`config.mk`:
```
export PLATFORM = sky130hd
export DESIGN_NAME = datetime_text_parser_top
export DESIGN_NICKNAME = d
export VERILOG_FILES = /design/src/rtl/dttp_pkg.sv /design/src/rtl/datetime_text_parser_top.sv
export VERILOG_INCLUDE_DIRS = /design/src /design/src/rtl
export SDC_FILE = /design/constraint.sdc
export NUM_CORES = 1
export LEC_CHECK = 0
export ABC_AREA = 1
export ABC_CLOCK_PERIOD_IN_PS = 4900
export BUFFER_PORTS_ARGS = -buffer_cell sky130_fd_sc_hd__buf_2
export CAP_MARGIN = 20
export CORE_ASPECT_RATIO = 0.6
export CORE_MARGIN = 3
export CORE_UTILIZATION = 55
export CTS_CLUSTER_SIZE = 20
export DETAILED_ROUTE_END_ITERATION = 10
export GPL_TIMING_DRIVEN = 0
export PLACE_DENSITY_LB_ADDON = 0.2
export SYNTH_ARGS = -nofsm -noshare
export SYNTH_HDL_FRONTEND = slang
export SYNTH_SLANG_ARGS = --single-unit
```
`constraint.sdc`:
```
create_clock -name clock -period 4.9 [get_ports clock]
set_input_delay 0.49 -clock clock [delete_from_list [all_inputs] [get_ports clock]]
set_output_delay 0.49 -clock clock [all_outputs]
set_load 0.005 [all_outputs]
```
`src/rtl/datetime_text_parser_top_macros.svh`:
```
// Assertion macros for the date-time text parser.
// Used by datetime_text_parser_top; expects a clock and reset in scope.
`ifndef DATETIME_TEXT_PARSER_TOP_MACROS_SVH
`define DATETIME_TEXT_PARSER_TOP_MACROS_SVH

// same-cycle implication
`define DTTP_ASSERT_NOW(label, ante, cons, msg) \
   label: assert property (@(posedge clock) disable iff (reset) (ante) |-> (cons)) \
      else $error(msg);

// next-cycle implication
`define DTTP_ASSERT_NEXT(label, ante, cons, msg) \
   label: assert property (@(posedge clock) disable iff (reset) (ante) |=> (cons)) \
      else $error(msg);

`endif

```
`src/rtl/dttp_pkg.sv`:
```
// Types and constants for the date-time text parser.
// No dependencies.
package dttp_pkg;

   typedef enum logic [2:0] {
      PH_DAY,
      PH_MONTH,
      PH_YEAR,
      PH_HOUR,
      PH_MINUTE,
      PH_SECOND,
      PH_DONE
   } phase_type;

   typedef struct packed {
      logic [7:0] character;
      logic       last;
   } req_type;

   typedef struct packed {
      logic [6:0]  day;
      logic [6:0]  month;
      logic [13:0] year;
      logic [6:0]  hour;
      logic [6:0]  minute;
      logic [6:0]  second;
      logic [5:0]  fields_set;
   } rsp_type;

   typedef struct packed {
      logic [4:0]  char_count;
      phase_type   phase;
      logic [2:0]  digits;
      logic [4:0]  month_end_pos;
      logic [6:0]  day_acc;
      logic [6:0]  month_acc;
      logic [13:0] year_acc;
      logic [6:0]  hour_acc;
      logic [6:0]  minute_acc;
      logic [6:0]  second_acc;
      logic [5:0]  pending_mask;
      logic        stopped;
   } parse_state_type;

   localparam parse_state_type PARSE_RESET = '{
      char_count:    5'd0,
      phase:         PH_DAY,
      digits:        3'd0,
      month_end_pos: 5'd0,
      day_acc:       7'd0,
      month_acc:     7'd0,
      year_acc:      14'd0,
      hour_acc:      7'd0,
      minute_acc:    7'd0,
      second_acc:    7'd0,
      pending_mask:  6'd0,
      stopped:       1'b0
   };

   localparam logic [4:0] COUNT_MAX = 5'd31;
   localparam logic [4:0] MIN_LEN   = 5'd17;
   localparam logic [5:0] TAIL_LEN  = 6'd13;
   localparam logic [2:0] YEAR_DIGITS = 3'd4;
   localparam logic [2:0] PAIR_DIGITS = 3'd2;

   localparam logic [7:0] CH_ZERO  = 8'h30;
   localparam logic [7:0] CH_NINE  = 8'h39;
   localparam logic [7:0] CH_SLASH = 8'h2F;
   localparam logic [7:0] CH_COLON = 8'h3A;
   localparam logic [7:0] CH_SPACE = 8'h20;

   localparam logic [5:0] MASK_DAY    = 6'b000001;
   localparam logic [5:0] MASK_MONTH  = 6'b000010;
   localparam logic [5:0] MASK_YEAR   = 6'b000100;
   localparam logic [5:0] MASK_HOUR   = 6'b001000;
   localparam logic [5:0] MASK_MINUTE = 6'b010000;
   localparam logic [5:0] MASK_SECOND = 6'b100000;
   localparam logic [5:0] MASK_DATE   = 6'b000011;
   localparam logic [5:0] MASK_TAIL   = 6'b111100;

endpackage

```
`src/rtl/datetime_text_parser_top.sv`:
```
// Date-time text parser, top level: parses D/M/YYYY HH:MM:SS one character a request.
// Depends on dttp_pkg and datetime_text_parser_top_macros.svh.
//
//  channel | dir | handshake            | payload
//  req     | in  | req_valid/req_ready  | req_data  (character, last)
//  rsp     | out | rsp_valid/rsp_ready  | rsp_data  (six fields, fields_set)
//
// One character per cycle while req_ready is high; the parse state updates in the cycle a request is taken.
// The result of a last character is registered in the output register, or in the skid entry while the output stalls.
// A two-entry output buffer (output register plus skid) holds results;
// req_ready drops only while the skid entry is occupied.
// Synchronous active-high reset returns the parser to the start of a string.
`include "datetime_text_parser_top_macros.svh"

module datetime_text_parser_top (
   input  logic             clock,
   input  logic             reset,
   input  logic             req_valid,
   output logic             req_ready,
   input  dttp_pkg::req_type req_data,
   output logic             rsp_valid,
   input  logic             rsp_ready,
   output dttp_pkg::rsp_type rsp_data
);

   dttp_pkg::parse_state_type state_ff, state_in;
   dttp_pkg::rsp_type         rsp_data_ff, rsp_data_in;
   dttp_pkg::rsp_type         skid_data_ff, skid_data_in;
   logic                      rsp_valid_ff, rsp_valid_in;
   logic                      skid_valid_ff, skid_valid_in;
   dttp_pkg::rsp_type         result;
   logic                      accept;
   logic                      produce;

   function automatic logic [13:0] times_ten(input logic [13:0] v);
      return (v << 3) + (v << 1);
   endfunction

   assign req_ready = !skid_valid_ff;
   assign accept    = req_valid && req_ready;
   assign produce   = accept && req_data.last;
   assign rsp_valid = rsp_valid_ff;
   assign rsp_data  = rsp_data_ff;

   // parse step
   always_comb begin
      dttp_pkg::parse_state_type nxt;
      logic [7:0]  c;
      logic        is_dig;
      logic [13:0] d;
      logic [6:0]  short_acc;
      logic [6:0]  short_new;
      logic [6:0]  pair_acc;
      logic [6:0]  pair_new;
      logic [2:0]  dig_next;
      logic [5:0]  mask;
      logic [5:0]  tail_end;

      nxt       = state_ff;
      c         = req_data.character;
      is_dig    = (c >= dttp_pkg::CH_ZERO) && (c <= dttp_pkg::CH_NINE);
      d         = {10'd0, c[3:0]};
      short_acc = (state_ff.phase == dttp_pkg::PH_DAY) ? state_ff.day_acc : state_ff.month_acc;
      short_new = 7'd0;
      case (state_ff.phase)
         dttp_pkg::PH_HOUR:   pair_acc = state_ff.hour_acc;
         dttp_pkg::PH_MINUTE: pair_acc = state_ff.minute_acc;
         default:             pair_acc = state_ff.second_acc;
      endcase
      pair_new  = 7'd0;
      dig_next  = state_ff.digits + 3'd1;

      if (!state_ff.stopped) begin
         case (state_ff.phase)
            dttp_pkg::PH_DAY, dttp_pkg::PH_MONTH: begin
               if (state_ff.digits == 3'd0) begin
                  if (is_dig) begin
                     short_new = d[6:0];
                     nxt.digits = 3'd1;
                     nxt.pending_mask = state_ff.pending_mask |
                        ((state_ff.phase == dttp_pkg::PH_DAY) ?
                         dttp_pkg::MASK_DAY : dttp_pkg::MASK_MONTH);
                  end else begin
                     nxt.stopped = 1'b1;
                  end
               end else if (state_ff.digits == 3'd1 && is_dig) begin
                  short_new = 7'(times_ten(14'(short_acc)) + d);
                  nxt.digits = 3'd2;
               end else if (c == dttp_pkg::CH_SLASH) begin
                  nxt.digits = 3'd0;
                  if (state_ff.phase == dttp_pkg::PH_DAY) begin
                     nxt.phase = dttp_pkg::PH_MONTH;
                  end else begin
                     nxt.phase = dttp_pkg::PH_YEAR;
                     nxt.month_end_pos = state_ff.char_count + 5'd1;
                  end
               end else begin
                  nxt.stopped = 1'b1;
               end
               if (state_ff.digits < 3'd2 && is_dig) begin
                  if (state_ff.phase == dttp_pkg::PH_DAY) begin
                     nxt.day_acc = short_new;
                  end else begin
                     nxt.month_acc = short_new;
                  end
               end
            end
            dttp_pkg::PH_YEAR: begin
               if (state_ff.digits < dttp_pkg::YEAR_DIGITS) begin
                  if (is_dig) begin
                     nxt.year_acc = (state_ff.digits == 3'd0) ? d :
                                    times_ten(state_ff.year_acc) + d;
                     nxt.digits = dig_next;
                     if (dig_next == dttp_pkg::YEAR_DIGITS) begin
                        nxt.pending_mask = state_ff.pending_mask | dttp_pkg::MASK_YEAR;
                     end
                  end else begin
                     nxt.stopped = 1'b1;
                  end
               end else if (c == dttp_pkg::CH_SPACE) begin
                  nxt.phase  = dttp_pkg::PH_HOUR;
                  nxt.digits = 3'd0;
               end else begin
                  nxt.stopped = 1'b1;
               end
            end
            dttp_pkg::PH_HOUR, dttp_pkg::PH_MINUTE, dttp_pkg::PH_SECOND: begin
               if (state_ff.digits < dttp_pkg::PAIR_DIGITS) begin
                  if (is_dig) begin
                     pair_new = (state_ff.digits == 3'd0) ? d[6:0] :
                                7'(times_ten(14'(pair_acc)) + d);
                     nxt.digits = dig_next;
                     case (state_ff.phase)
                        dttp_pkg::PH_HOUR:   nxt.hour_acc   = pair_new;
                        dttp_pkg::PH_MINUTE: nxt.minute_acc = pair_new;
                        default:             nxt.second_acc = pair_new;
                     endcase
                     if (dig_next == dttp_pkg::PAIR_DIGITS) begin
                        case (state_ff.phase)
                           dttp_pkg::PH_HOUR:
                              nxt.pending_mask = state_ff.pending_mask | dttp_pkg::MASK_HOUR;
                           dttp_pkg::PH_MINUTE:
                              nxt.pending_mask = state_ff.pending_mask | dttp_pkg::MASK_MINUTE;
                           default: begin
                              nxt.pending_mask = state_ff.pending_mask | dttp_pkg::MASK_SECOND;
                              nxt.phase  = dttp_pkg::PH_DONE;
                              nxt.digits = 3'd0;
                           end
                        endcase
                     end
                  end else begin
                     nxt.stopped = 1'b1;
                  end
               end else if (c == dttp_pkg::CH_COLON &&
                            state_ff.phase != dttp_pkg::PH_SECOND) begin
                  nxt.phase  = (state_ff.phase == dttp_pkg::PH_HOUR) ?
                               dttp_pkg::PH_MINUTE : dttp_pkg::PH_SECOND;
                  nxt.digits = 3'd0;
               end else begin
                  nxt.stopped = 1'b1;
               end
            end
            default: begin
               nxt.stopped = 1'b1;
            end
         endcase
      end

      nxt.char_count = (state_ff.char_count == dttp_pkg::COUNT_MAX) ?
                       dttp_pkg::COUNT_MAX : state_ff.char_count + 5'd1;

      // result from the updated state
      tail_end = {1'b0, nxt.month_end_pos} + dttp_pkg::TAIL_LEN;
      mask     = 6'd0;
      if (nxt.char_count >= dttp_pkg::MIN_LEN) begin
         mask = nxt.pending_mask & dttp_pkg::MASK_DATE;
         if (nxt.month_end_pos != 5'd0 && {1'b0, nxt.char_count} == tail_end) begin
            mask = mask | (nxt.pending_mask & dttp_pkg::MASK_TAIL);
         end
      end
      result.day        = mask[0] ? nxt.day_acc    : 7'd0;
      result.month      = mask[1] ? nxt.month_acc  : 7'd0;
      result.year       = mask[2] ? nxt.year_acc   : 14'd0;
      result.hour       = mask[3] ? nxt.hour_acc   : 7'd0;
      result.minute     = mask[4] ? nxt.minute_acc : 7'd0;
      result.second     = mask[5] ? nxt.second_acc : 7'd0;
      result.fields_set = mask;

      if (!accept) begin
         state_in = state_ff;
      end else if (req_data.last) begin
         state_in = dttp_pkg::PARSE_RESET;
      end else begin
         state_in = nxt;
      end
   end

   // output register and skid entry
   always_comb begin
      rsp_valid_in  = rsp_valid_ff;
      rsp_data_in   = rsp_data_ff;
      skid_valid_in = skid_valid_ff;
      skid_data_in  = skid_data_ff;
      if (rsp_valid_ff && !rsp_ready) begin
         if (produce) begin
            skid_valid_in = 1'b1;
            skid_data_in  = result;
         end
      end else if (skid_valid_ff) begin
         rsp_valid_in  = 1'b1;
         rsp_data_in   = skid_data_ff;
         skid_valid_in = 1'b0;
      end else begin
         rsp_valid_in = produce;
         rsp_data_in  = result;
      end
   end

   always_ff @(posedge clock) begin
      if (reset) begin
         state_ff      <= dttp_pkg::PARSE_RESET;
         rsp_valid_ff  <= 1'b0;
         skid_valid_ff <= 1'b0;
      end else begin
         state_ff      <= state_in;
         rsp_valid_ff  <= rsp_valid_in;
         skid_valid_ff <= skid_valid_in;
      end
   end

   always_ff @(posedge clock) begin
      rsp_data_ff  <= rsp_data_in;
      skid_data_ff <= skid_data_in;
   end

   `DTTP_ASSERT_NOW(a_skid_behind_out, skid_valid_ff, rsp_valid_ff, "skid full with empty output")
   `DTTP_ASSERT_NEXT(a_reset_after_last, accept && req_data.last,
      state_ff == dttp_pkg::PARSE_RESET, "parser not restarted after last character")
   `DTTP_ASSERT_NEXT(a_stop_sticks, accept && !req_data.last && state_ff.stopped,
      state_ff.stopped, "stopped flag cleared inside a string")
   `DTTP_ASSERT_NOW(a_tail_needs_date, rsp_valid_ff && (rsp_data_ff.fields_set[5:2] != 4'd0),
      rsp_data_ff.fields_set[1:0] == 2'b11, "time fields set without day and month")

endmodule

```
==> results by group, run 1 <==
Run status
  • Result of the run: complete, no violations

Final layout
  • Most used cells in the layout excluding fill and tap cells: nand2_1 (375), inv_1 (167), edfxtp_1 (110)
  • Growth of design area from synthesis to finish: 13.21%
  • Antenna Cells: 0
  • Number of fill cells: 1,606
  • Cell Count, Final, Fillers Out: 1,634
  • Register area: 4785 µm²
  • Most frequent standard cell in the layout excluding fill and tap cells: nand2_1
  • Layout net count: 1,449
  • Multi-input gate area: 4629 µm²
  • Cell area after layout: ~12,000 µm²
  • Fraction of the core area covered by cells at the end of the flow: 0.6398
  • Fraction of final layout cells sized beyond drive strength 1: 0.1133

Worst hold path
  • Hold depth: 3
  • Hold path startpoint: req_valid
  • Worst min-delay path category: in -> reg

Setup path
  • CP Data Arrival Time: 4370 ps
  • CP required: 5110 ps
  • Crit Path Max Fanout: 9
  • Crit Path Class: reg -> reg
  • Worst reg2reg path startpoint: state_ff[66]
  • Kind of start point of the critical path: flop
  • Element type at the critical path end: flop
  • Critical Path Source: state_ff[66]
  • R2r worst-path depth: 15

Route
  • Iteration-0 DRC Markers: between 800 and 900
  • Total number of vias: 9,094
  • Drt drc: 0
  • Post-route antenna net violation count: 0
  • Number of optimization iterations in the first detailed-route pass: 6
  • DR vias/cell: 5.565
  • Routed len/inst: 17.50 µm
  • Total routed wirelength: ~29,000 µm

STA
  • Unrepaired setup endpoints after global routing: no
  • Number of setup violations in the final report: 0
  • Worst slew margin: 0.2694
  • Post-layout minimum cycle time: 4158 ps
  • Hold violation total from the final report: 0
  • Share of the clock period used by the worst path: 0.8486
  • Max frequency: between 200 and 250 MHz
  • Measured slew at the worst slew-check pin: around 1100 ps
  • Post-Route Skew: 9.736 ps
  • Max-slew violation count: 0
  • Sum of negative setup slack: 0 ps

GRT
  • GR met1 Demand/Resource: 0.4421
  • GRT Resource Usage Total: 0.2831
  • GR met3 Demand/Resource: 0.07574
  • Maximum number of pins on one net before global-route repair: 31
  • Total congestion overflow after global routing: 0
  • Number of antenna violations at the first check in global routing: 0
  • Number of global-route vias before repair: around 8,300
  • Global-route layer with the greatest usage: met1
  • Wire length of the first global-routing pass: around 45,000 µm
  • Met2 track demand over resource in global routing: 0.3912

Die
  • Std-Cell Core Area: 18,160 µm²
  • Overall die width: 182.4 µm
  • Total die area: 20,390 µm²
  • Cell Rows: 38
  • Initial core utilization: 0.5652
  • Ports: 70
  • Height of the chip: 111.8 µm

Job
  • Max_cap viols: 0

Power
  • Part of the total power dissipated in the clock network: 0.448
  • Internal cell power: 2.696 mW
  • Sw Pwr: 868.1 µW
  • Total power: 3.564 mW
  • Fraction of power spent switching nets: 0.2436
  • VDD IR-drop max: 0.2289 mV
  • PD cells: between 300 and 400 nW/µm²
  • Combinational cell fraction of total power: 0.083
  • Relative contribution of sequential cells to total power: 0.469
  • Leakage Power: just over 5 nW

Logic synthesis
  • Mean instance size in the synthesized netlist: 7.939 µm²
  • Syn. warnings: 0
  • Most used DFF post-synth: edfxtp_1
  • Post-synthesis instance area: 10,260 µm²
  • Yosys cell types: 47
  • Number of synthesized flops with an enable pin: 110
  • Share of async-settable or async-resettable flops after synthesis: 0
  • Syn Nets: 1,361
  • Seq cells post-synth: between 150 and 200
  • Post-synthesis instance total: around 1,300
  • Sequential fraction of the synthesis area: 0.4661

CTS
  • Number of clock sinks: approximately 180
  • Clock latency reported for the late side of the worst-skew pair: 450 ps
  • TritonCTS clock tree: built
  • Inserted Clock Buffers: 17
  • Clk root buf: clkbuf_16
  • H-tree level count: 4
  • Buffers inserted by post-CTS timing repair: 0
  • CTS clk-pin slew, worst paths: 70 ps
  • CTS Hold Bufs: 0
  • Resized Gates After CTS: 0
  • Buffer depth of the longest clock path: 2

Placed design
  • PortBufs: 67
  • HPWL reported at the end of detailed placement: 20,890 µm
  • Number of cells in the design after placement: between 1,500 and 2,000
  • Final weighted congestion of routability-driven global placement: roughly 1.0
  • Placed Instance Area: 10,950 µm²
[flip-flops by register name, indices dropped and copies added (netlist names)]
register / count
skid_valid_ff: 1
state_ff: 72
rsp_valid: 1
skid_data_ff: 55
rsp_data: 55
[layer usage]
metal,up-vias,part of all wire
met1,4243,0.48
met3,29,0.11
met5,-,0
li1,4421,-
met2,401,0.40
met4,0,0.014
[layout make-up]
cell class / instances / share of cell area
clock inverters: 14 / 0.02078
flip-flops and latches: 184 / 0.4117
multi-input cells: 888 / 0.3984
inverters: 178 / 0.05749
plain buffers: 43 / 0.01658
well taps: 240 / 0.02584
repair buffers: 69 / 0.03230
clock buffers: 18 / 0.03693
[synth_stat cells (4+ instances only)]
| master | number | area share |
|---|---|---|
| a211oi_1 | 5 | 0.0037 |
| a21oi_1 | 89 | 0.043 |
| a31oi_1 | 7 | 0.0043 |
| buf_2 | 7 | 0.0034 |
| clkbuf_1 | 31 | 0.011 |
| dfxtp_1 | 74 | 0.14 |
| edfxtp_1 | 110 | 0.32 |
| fa_1 | 6 | 0.012 |
| ha_1 | 49 | 0.060 |
| inv_1 | 167 | 0.061 |
| inv_2 | 9 | 0.0033 |
| nand2_1 | 376 | 0.14 |
| nand2_2 | 11 | 0.0067 |
| nand3_1 | 33 | 0.016 |
| nand4_1 | 45 | 0.027 |
| nor2_1 | 103 | 0.038 |
| nor2_2 | 4 | 0.0024 |
| nor2_4 | 5 | 0.0055 |
| nor3_1 | 15 | 0.0073 |
| o21ai_0 | 78 | 0.038 |
| o21ai_1 | 6 | 0.0029 |
| o22ai_1 | 5 | 0.0030 |
| or2_2 | 10 | 0.0061 |
| xnor2_1 | 4 | 0.0034 |
| xor2_1 | 10 | 0.0085 |
[cells by family (layout without fill, tap and decap cells)]
logic type / count (synthesis) / in the layout / share of synthesized area
AND/OR/NAND/NOR: 612 / 612 / 0.2568
buffers and inverters: 221 / 322 / 0.08386
AO/OA/AOI/OAI: 207 / 207 / 0.1098
flip-flops: 184 / 184 / 0.4661
adder cells (fa/ha/maj): 55 / 55 / 0.07143
XOR/XNOR: 14 / 14 / 0.01194
[power by group through the flow]
stage	sequential [mW]	clock, mW	combinational [mW]
2_1_floorplan	1.71	0	0.173
3_3_place_gp	1.71	0	0.283
3_5_place_dp	1.71	0	0.286
4_1_cts	1.67	1.60	0.288
5_1_grt	1.67	1.66	0.327
6_report	1.67	1.60	0.296
[critical path, stage by stage, from the launching register on]
cell and delay [ps]:
dfxtp_1 460, nand2_1 170, nor2_1 300, inv_1 150, nand2_2 210, inv_1 120, a21oi_1 290, fa_1 470
inv_1 110, fa_1 380, o21ai_0 560, inv_1 90, o21ai_0 330, inv_1 110, nand4_1 110, nand2_1 60
[through the flow]
| stage | hold WS, ps | setup slack (ps) |
|---|---|---|
| after floorplan | 433.6 | 179.7 |
| after detailed placement | 455.4 | 867.9 |
| after global placement | 446.0 | -1934 |
| after CTS | 394.8 | 838.8 |
| final | 408.6 | 742.1 |
| after global routing | 420.6 | 502.6 |
[worst paths after layout]
check                  endpoint  slack [ps]
setup / recovery    rsp_data[9]         740
setup reg to reg    rsp_data[9]         740
hold reg to reg    state_ff[27]         470
hold / removal    skid_valid_ff         410
Note: power is estimated with default switching activity, not from simulation.
==> run 2: changes to the inputs <==
--- a/config.mk
+++ b/config.mk
@@ -7,7 +7,7 @@
 export NUM_CORES = 1
 export LEC_CHECK = 0
 export ABC_AREA = 1
-export ABC_CLOCK_PERIOD_IN_PS = 4900
+export ABC_CLOCK_PERIOD_IN_PS = 4100
 export BUFFER_PORTS_ARGS = -buffer_cell sky130_fd_sc_hd__buf_2
 export CAP_MARGIN = 20
 export CORE_ASPECT_RATIO = 0.6
==> constraint.sdc (replaced) <==
create_clock -name clock -period 4.1 [get_ports clock]
set_input_delay 0.41 -clock clock [delete_from_list [all_inputs] [get_ports clock]]
set_output_delay 0.41 -clock clock [all_outputs]
set_load 0.005 [all_outputs]
==> results by group, run 2 (synthesis results as in run 1) <==
Final layout
  • Fraction of the core area covered by cells at the end of the flow: 0.6333 (-0.006545)
  • Multi-input gate area: 4641 µm² (+0.24%)
  • Reg with most FFs: state_ff
  • Register area: 4785 µm² (unchanged)
  • Cell Count, Final, Fillers Out: 1,633 (-0.061%)
  • Number of flip-flops in the largest register: 72 (unchanged)
  • Most frequent standard cell in the layout excluding fill and tap cells: nand2_1
  • Antenna Cells: 0 (unchanged)
  • Number of fill cells: 1,639 (+2.1%)
  • Fraction of final layout cells sized beyond drive strength 1: 0.1134 (about the same)
  • Layout net count: 1,449 (unchanged)
  • Most used cells in the layout excluding fill and tap cells: nand2_1 (375), inv_1 (166), edfxtp_1 (110)
  • Growth of design area from synthesis to finish: 12.06%
  • Cell area after layout: 11,500 µm² (-1.0%)

STA
  • Hold violation total from the final report: 0 (unchanged)
  • Max-slew violation count: 0 (unchanged)
  • Post-layout minimum cycle time: 3828 ps (-330.2 ps)
  • Max frequency: 261.3 MHz (+8.6%)
  • Unrepaired setup endpoints after global routing: no
  • Worst slew margin: 0.2709 (+0.001513)
  • Fin Hold WS: 328.7 ps (-79.89 ps)
  • Post-Route Skew: 6.947 ps (-2.789 ps)
  • Measured slew at the worst slew-check pin: 1082 ps (-2.245 ps)
  • Sum of negative setup slack: 0 ps (unchanged)
  • Share of the clock period used by the worst path: 0.9336 (+0.08504)
  • Number of setup violations in the final report: 0 (unchanged)

GRT
  • Number of global-route vias before repair: 8,327 (+0.49%)
  • GRT Resource Usage Total: 0.2795 (-0.003632)
  • Number of antenna violations at the first check in global routing: 0 (unchanged)
  • Wire length of the first global-routing pass: 44,730 µm (-0.69%)
  • Total congestion overflow after global routing: 0 (unchanged)
  • Maximum number of pins on one net before global-route repair: 35 (+13%)

Route
  • Iteration-0 DRC Markers: 1,062 (+21%)
  • DR vias/cell: 5.535 (-0.55%)
  • Post-route antenna net violation count: 0 (unchanged)
  • Total routed wirelength: 27,910 µm (-2.4%)
  • Routed len/inst: 17.09 µm (-2.3%)
  • Number of optimization iterations in the first detailed-route pass: 6 (unchanged)
  • Total number of vias: 9,038 (-0.62%)
  • Drt drc: 0 (unchanged)

Setup path
  • Worst reg2reg setup slack: 270 ps (-470 ps)
  • Kind of start point of the critical path: flop
  • R2r worst-path depth: 19 (+4)
  • Worst reg2reg path startpoint: state_ff[66]
  • Total buffers and inverters traversed by the critical path: 3 (-2)
  • Largest stage delay on the critical path: 450 ps (-110 ps)
  • Critical Path Source: state_ff[66]
  • CP required: 4300 ps (-810 ps)
  • End point of the critical path: rsp_data[12]
  • Count of cell instances traversed by the critical path: 19 (+4)
  • CP Data Arrival Time: 4020 ps (-350 ps)
  • Critical Path Slowest Stage Cell: dfxtp_1
  • Crit Path Max Fanout: 9 (unchanged)
  • Most prevalent standard cell on the critical path: nand2_1
  • Kind of cell adding the most delay to the critical path: simple AND/OR/NAND/NOR gates
  • Ordered list of cells on the worst path: nand2_1, nor2_4, inv_1, nand2_2, inv_1, a21oi_2, fa_1, inv_1, fa_1, nand2_1, a21oi_1, nor2_1, or2_2, nand2_1, nand3_1, nand4_1, nand2_1, nand4_1, nand2_1
  • Element type at the critical path end: flop
  • Crit Path Class: reg -> reg
  • Capture instance of the worst register-to-register path: rsp_data[12]

Job
  • Max_cap viols: 0 (unchanged)

Die
  • Height of the chip: 111.8 µm (unchanged)
  • Cell Rows: 38 (unchanged)
  • Overall die width: 182.4 µm (unchanged)
  • Std-Cell Core Area: 18,160 µm² (unchanged)
  • Initial core utilization: 0.5652 (unchanged)
  • Total die area: 20,390 µm² (unchanged)
  • Ports: 70 (unchanged)

CTS
  • TritonCTS clock tree: built
  • Clock latency reported for the late side of the worst-skew pair: 440 ps (about the same)
  • H-tree level count: 4 (unchanged)
  • Clk root buf: clkbuf_16
  • CTS clk-pin slew, worst paths: 70 ps (about the same)
  • Inserted Clock Buffers: 17 (unchanged)
  • Number of clock sinks: 184 (unchanged)
  • Buffer depth of the longest clock path: 2 (unchanged)
  • CTS Hold Bufs: 0 (unchanged)

Power
  • Leakage Power: 5.068 nW (-1.4%)
  • PD cells: 339.7 nW/µm² (+11%)
  • VDD IR-drop max: 0.2668 mV (+17%)

Placed design
  • Placed Instance Area: 10,950 µm² (unchanged)
  • Final weighted congestion of routability-driven global placement: 1.012 (+0.68%)
  • PortBufs: 67 (unchanged)
  • HPWL reported at the end of detailed placement: 21,210 µm (+1.5%)
  • Number of cells in the design after placement: 1,602 (unchanged)

Worst hold path
  • Worst min-delay path category: in -> reg

Run status
  • Result of the run: complete, no violations
[run 2: changes by cell type in the layout (fill, tap and decap cells not counted), sizes merged]
cell / previous run / this run
bufinv: 6 / 1
inv: 181 / 178
buf: 81 / 80
clkinvlp: 0 / 2
clkinv: 5 / 9
clkbuf: 49 / 51
[run 2: layout make-up]
cell class                 instances  share of cell area
multi-input combinational        888              0.4035
tap                              240             0.02611
inverter                         178             0.05809
sequential                       184              0.4160
clock buffer                      19             0.03764
clock inverter                    12            0.009137
timing repair buffer              69             0.03263
buffer                            43             0.01697
[run 2: power breakdown]
group / leakage, nW / switching (mW) / total, mW / internal [mW]
logic: 3.11 / 0.261 / 0.354 / 0.0925
registers: 1.70 / 0.0201 / 2.00 / 1.98
clock network: 0.256 / 0.723 / 1.55 / 0.831
total: 5.07 / 1.00 / 3.91 / 2.90
[run 2: worst min path at each step]
stage,startpoint,to,slack [ps],depth (start not counted)
6_report,req_valid,skid_valid_ff,330,3
5_1_grt,req_valid,skid_valid_ff,320,3
4_1_cts,req_valid,skid_valid_ff,310,3
3_5_place_dp,state_ff[3],state_ff[3],460,2
3_3_place_gp,state_ff[3],state_ff[3],440,2
2_1_floorplan,state_ff[3],state_ff[3],430,2
[run 2: routing by layer]
layer	global-route usage	part of all wire
met3	0.06301	0.088
met1	0.4418	0.50
met2	0.3830	0.40
met5	0	0
met4	0.07353	0.015
[run 2: through the flow]
stage / worst slack, ps / power (mW)
5_1_grt: 2.828 / 4.039
6_report: 272.3 / 3.907
3_5_place_dp: 72.87 / 2.379
3_3_place_gp: -1641 / 2.372
2_1_floorplan: 73.71 / 2.246
4_1_cts: 43.23 / 3.906
[run 2: what timing repair did]
item,CTS,global route
setup endpoints to repair,0,17
gates resized for setup,0,8
setup buffers,0,0
[run 2: worst min-delay path, cell delays in order]
cell,delay [ps]
buf_2,110
a21oi_1,80
nor3_1,120
==> run 3: changes to the inputs <==
--- a/config.mk
+++ b/config.mk
@@ -6,7 +6,6 @@
 export SDC_FILE = /design/constraint.sdc
 export NUM_CORES = 1
 export LEC_CHECK = 0
-export ABC_AREA = 1
 export ABC_CLOCK_PERIOD_IN_PS = 4100
 export BUFFER_PORTS_ARGS = -buffer_cell sky130_fd_sc_hd__buf_2
 export CAP_MARGIN = 20
==> results by group, run 3 <==
Run status
  • Result of the run: complete, no violations

Placed design
  • Place WS: -828.2 ps (-901.0 ps)
  • PortBufs: 68 (+1.5%)
  • HPWL reported at the end of detailed placement: 22,830 µm (+7.7%)
  • Placed Instance Area: 11,340 µm² (+3.5%)
  • Final weighted congestion of routability-driven global placement: 1.045 (+3.3%)

Logic synthesis
  • Top cell type by total area after synthesis: edfxtp_1
  • Most frequently used cell type in the post-synthesis netlist: nor2_1
  • Ranking of synthesized cells by area: edfxtp_1 (31%), dfxtp_1 (14%), ha_1 (5.8%)
  • Post-synthesis instance total: 1,081 (-16%)
  • Sequential fraction of the synthesis area: 0.4498 (-0.01634)
  • Syn Nets: 1,149 (-16%)
  • Syn. warnings: 0 (unchanged)
  • Mean instance size in the synthesized netlist: 9.841 µm² (+24%)
  • Seq cells post-synth: 184 (unchanged)
  • Post-synthesis instance area: 10,640 µm² (+3.6%)
  • Yosys cell types: 72 (+53%)
  • Share of async-settable or async-resettable flops after synthesis: 0 (unchanged)
  • Commonest cells post-synth: nor2_1 (142), edfxtp_1 (110), nand2_1 (102)
  • Most used DFF post-synth: edfxtp_1
  • Share of Yosys cell area claimed by the top area cell type: 0.3105 (-0.01128)
  • Number of synthesized flops with an enable pin: 110 (unchanged)

Final layout
  • Fraction of final layout cells sized beyond drive strength 1: 0.1881 (+0.07465)
  • Most frequent standard cell in the layout excluding fill and tap cells: nor2_1
  • Reg with most FFs: state_ff
  • Number of flip-flops in the largest register: 72 (unchanged)
  • Growth of design area from synthesis to finish: 13.42%
  • Layout net count: 1,246 (-14%)
  • Cell area after layout: 12,070 µm² (+4.9%)
  • Most used cells in the layout excluding fill and tap cells: nor2_1 (140), edfxtp_1 (110), nand2_1 (101)
  • Antenna Cells: 0 (unchanged)

GRT
  • GR met3 Demand/Resource: 0.09815 (+0.03514)
  • GR met1 Demand/Resource: 0.4497 (+0.007945)
  • Global-route layer with the greatest usage: met1
  • Total congestion overflow after global routing: 0 (unchanged)
  • Wire length of the first global-routing pass: 47,960 µm (+7.2%)
  • Met2 track demand over resource in global routing: 0.4157 (+0.03278)
  • Maximum number of pins on one net before global-route repair: 59 (+69%)
  • GRT Resource Usage Total: 0.2973 (+0.01788)
  • Number of antenna violations at the first check in global routing: 0 (unchanged)
  • Number of global-route vias before repair: 8,391 (+0.77%)

Setup path
  • Crit Path Class: reg -> reg
  • Kind of start point of the critical path: flop
  • Ordered list of cells on the worst path: buf_4, or3b_2, o22ai_1, a21oi_1, ha_1, ha_1, fa_2, a21o_1, a21oi_1, xor2_1, xnor2_2, mux2i_2, nor2_2, o41ai_2
  • Capture instance of the worst register-to-register path: rsp_data[26]
  • Kind of cell adding the most delay to the critical path: adder cells
  • Element type at the critical path end: flop
  • CP Data Arrival Time: 4190 ps (+170 ps)
  • Largest stage delay on the critical path: 590 ps (+140 ps)
  • Worst reg2reg path startpoint: state_ff[64]
  • CP required: 4350 ps (+50 ps)
  • Worst reg2reg setup slack: 160 ps (-110 ps)
  • Critical Path Slowest Stage Cell: or3b_2
  • Crit Path Max Fanout: 10 (+1)
  • R2r worst-path depth: 14 (-5)
  • Total buffers and inverters traversed by the critical path: 1 (-2)

Route
  • Post-route antenna net violation count: 0 (unchanged)
  • Number of optimization iterations in the first detailed-route pass: 5 (-1)
  • DR vias/cell: 6.321 (+14%)
  • Iteration-0 DRC Markers: 1,141 (+7.4%)
  • Total number of vias: 9,046 (+0.089%)
  • Drt drc: 0 (unchanged)
  • Total routed wirelength: 30,770 µm (+10%)
  • Routed len/inst: 21.50 µm (+26%)

CTS
  • TritonCTS clock tree: built
  • H-tree level count: 4 (unchanged)
  • CTS Hold Bufs: 0 (unchanged)
  • Clk root buf: clkbuf_16
  • Number of clock sinks: 184 (unchanged)
  • CTS clk-pin slew, worst paths: 70 ps (about the same)
  • Clock latency reported for the late side of the worst-skew pair: 440 ps (about the same)
  • Inserted Clock Buffers: 17 (unchanged)
  • Buffer depth of the longest clock path: 2 (unchanged)

STA
  • Post-layout minimum cycle time: 3937 ps (+108.8 ps)
  • Sum of negative setup slack: 0 ps (unchanged)
  • Share of the clock period used by the worst path: 0.9601 (+0.02654)
  • Setup WS post-layout: 163.5 ps (-108.8 ps)
  • Worst slew margin: 0.2791 (+0.008125)
  • Hold violation total from the final report: 0 (unchanged)
  • Post-Route Skew: 14.93 ps (+7.981 ps)
  • Measured slew at the worst slew-check pin: 1072 ps (-10.24 ps)
  • Max frequency: 254.0 MHz (-2.8%)
  • Number of setup violations in the final report: 0 (unchanged)
  • Max-slew violation count: 0 (unchanged)
  • Unrepaired setup endpoints after global routing: no

Power
  • Leakage Power: 4.629 nW (-8.7%)
  • VDD IR-drop max: 0.2437 mV (-8.7%)
  • PD cells: 315.6 nW/µm² (-7.1%)

Die
  • Overall die width: 185.5 µm (+1.7%)
  • Ports: 70 (unchanged)
  • Height of the chip: 113.7 µm (+1.7%)
  • Initial core utilization: 0.5752 (+0.009989)
  • Total die area: 21,100 µm² (+3.5%)
  • Std-Cell Core Area: 18,500 µm² (+1.8%)
  • Cell Rows: 38 (unchanged)

Job
  • Max_cap viols: 0 (unchanged)

Worst hold path
  • Worst min-delay path category: in -> reg
  • Hold depth: 3 (unchanged)
  • Hold path startpoint: req_valid
  • Worst Hold End: skid_valid_ff
-- run 3: worst max path at each step --
stage                      start  slack (ps)      endpoint  depth (start not counted)
finish              state_ff[64]         160  rsp_data[26]                         14
global route        state_ff[61]           5  rsp_data[23]                         16
CTS                 state_ff[66]          -8  rsp_data[26]                         14
detailed placement   req_data[8]        -830  rsp_data[37]                         13
global placement    state_ff[66]        -730  rsp_data[19]                         18
floorplan           state_ff[66]         110  rsp_data[26]                         18
-- run 3: worst min-delay path, stage by stage --
cell,delay [ps]
buf_2,160
a21oi_1,100
nor3_1,110
-- run 3: power by group --
group | switching, mW | total [mW] | internal (mW)
logic | 0.162 | 0.220 | 0.0574
clock network | 0.746 | 1.60 | 0.856
registers | 0.0117 | 1.99 | 1.98
total | 0.920 | 3.81 | 2.89
-- run 3: cell families after synthesis --
logic type                 synth area share
and+or+nand+nor                      0.1785
AOI/OAI and AO/OA                    0.1983
DFF                                  0.4498
buffers and inverters               0.03905
adders and majority gates           0.06893
muxes                               0.04681
xor gates and xnor gates            0.01858
-- run 3: repair_timing --
action                     4_1_cts  5_1_grt
resized for setup               21       26
buffers inserted                 4        4
pin swaps                        3        6
setup endpoints to repair       96       84
-- run 3: through the flow --
| stage | util | hold slack (ps) | total power, mW | instances |
|---|---|---|---|---|
| 2_1_floorplan | - | 427.3 | 2.138 | 1081 |
| 3_3_place_gp | 0.6101 | 432.4 | 2.236 | 1389 |
| 3_5_place_dp | 0.6130 | 448.3 | 2.239 | 1394 |
| 4_1_cts | 0.6477 | 383.7 | 3.813 | 1429 |
| 5_1_grt | 0.6523 | 445.6 | 3.904 | 1431 |
| 6_report | 0.6523 | 407.6 | 3.808 | 1431 |
-- run 3: final cells by class --
type                    instances  area (µm²)
multi-input cells             796        5522
clock buffers                  18       439.2
clock inverters                14       122.6
flip-flops and latches        184        4788
inverters                      31       116.4
plain buffers                  65       320.3
well taps                     240       300.3
repair buffers                 83       456.7
fillers                      1521        6430
-- run 3: metal layers --
| metal | up-vias | routed length [µm] |
|---|---|---|
| met5 | - | 0 |
| met2 | 472 | 12390 |
| li1 | 4204 | - |
| met1 | 4314 | 14200 |
| met4 | 0 | 481 |
| met3 | 56 | 3689 |
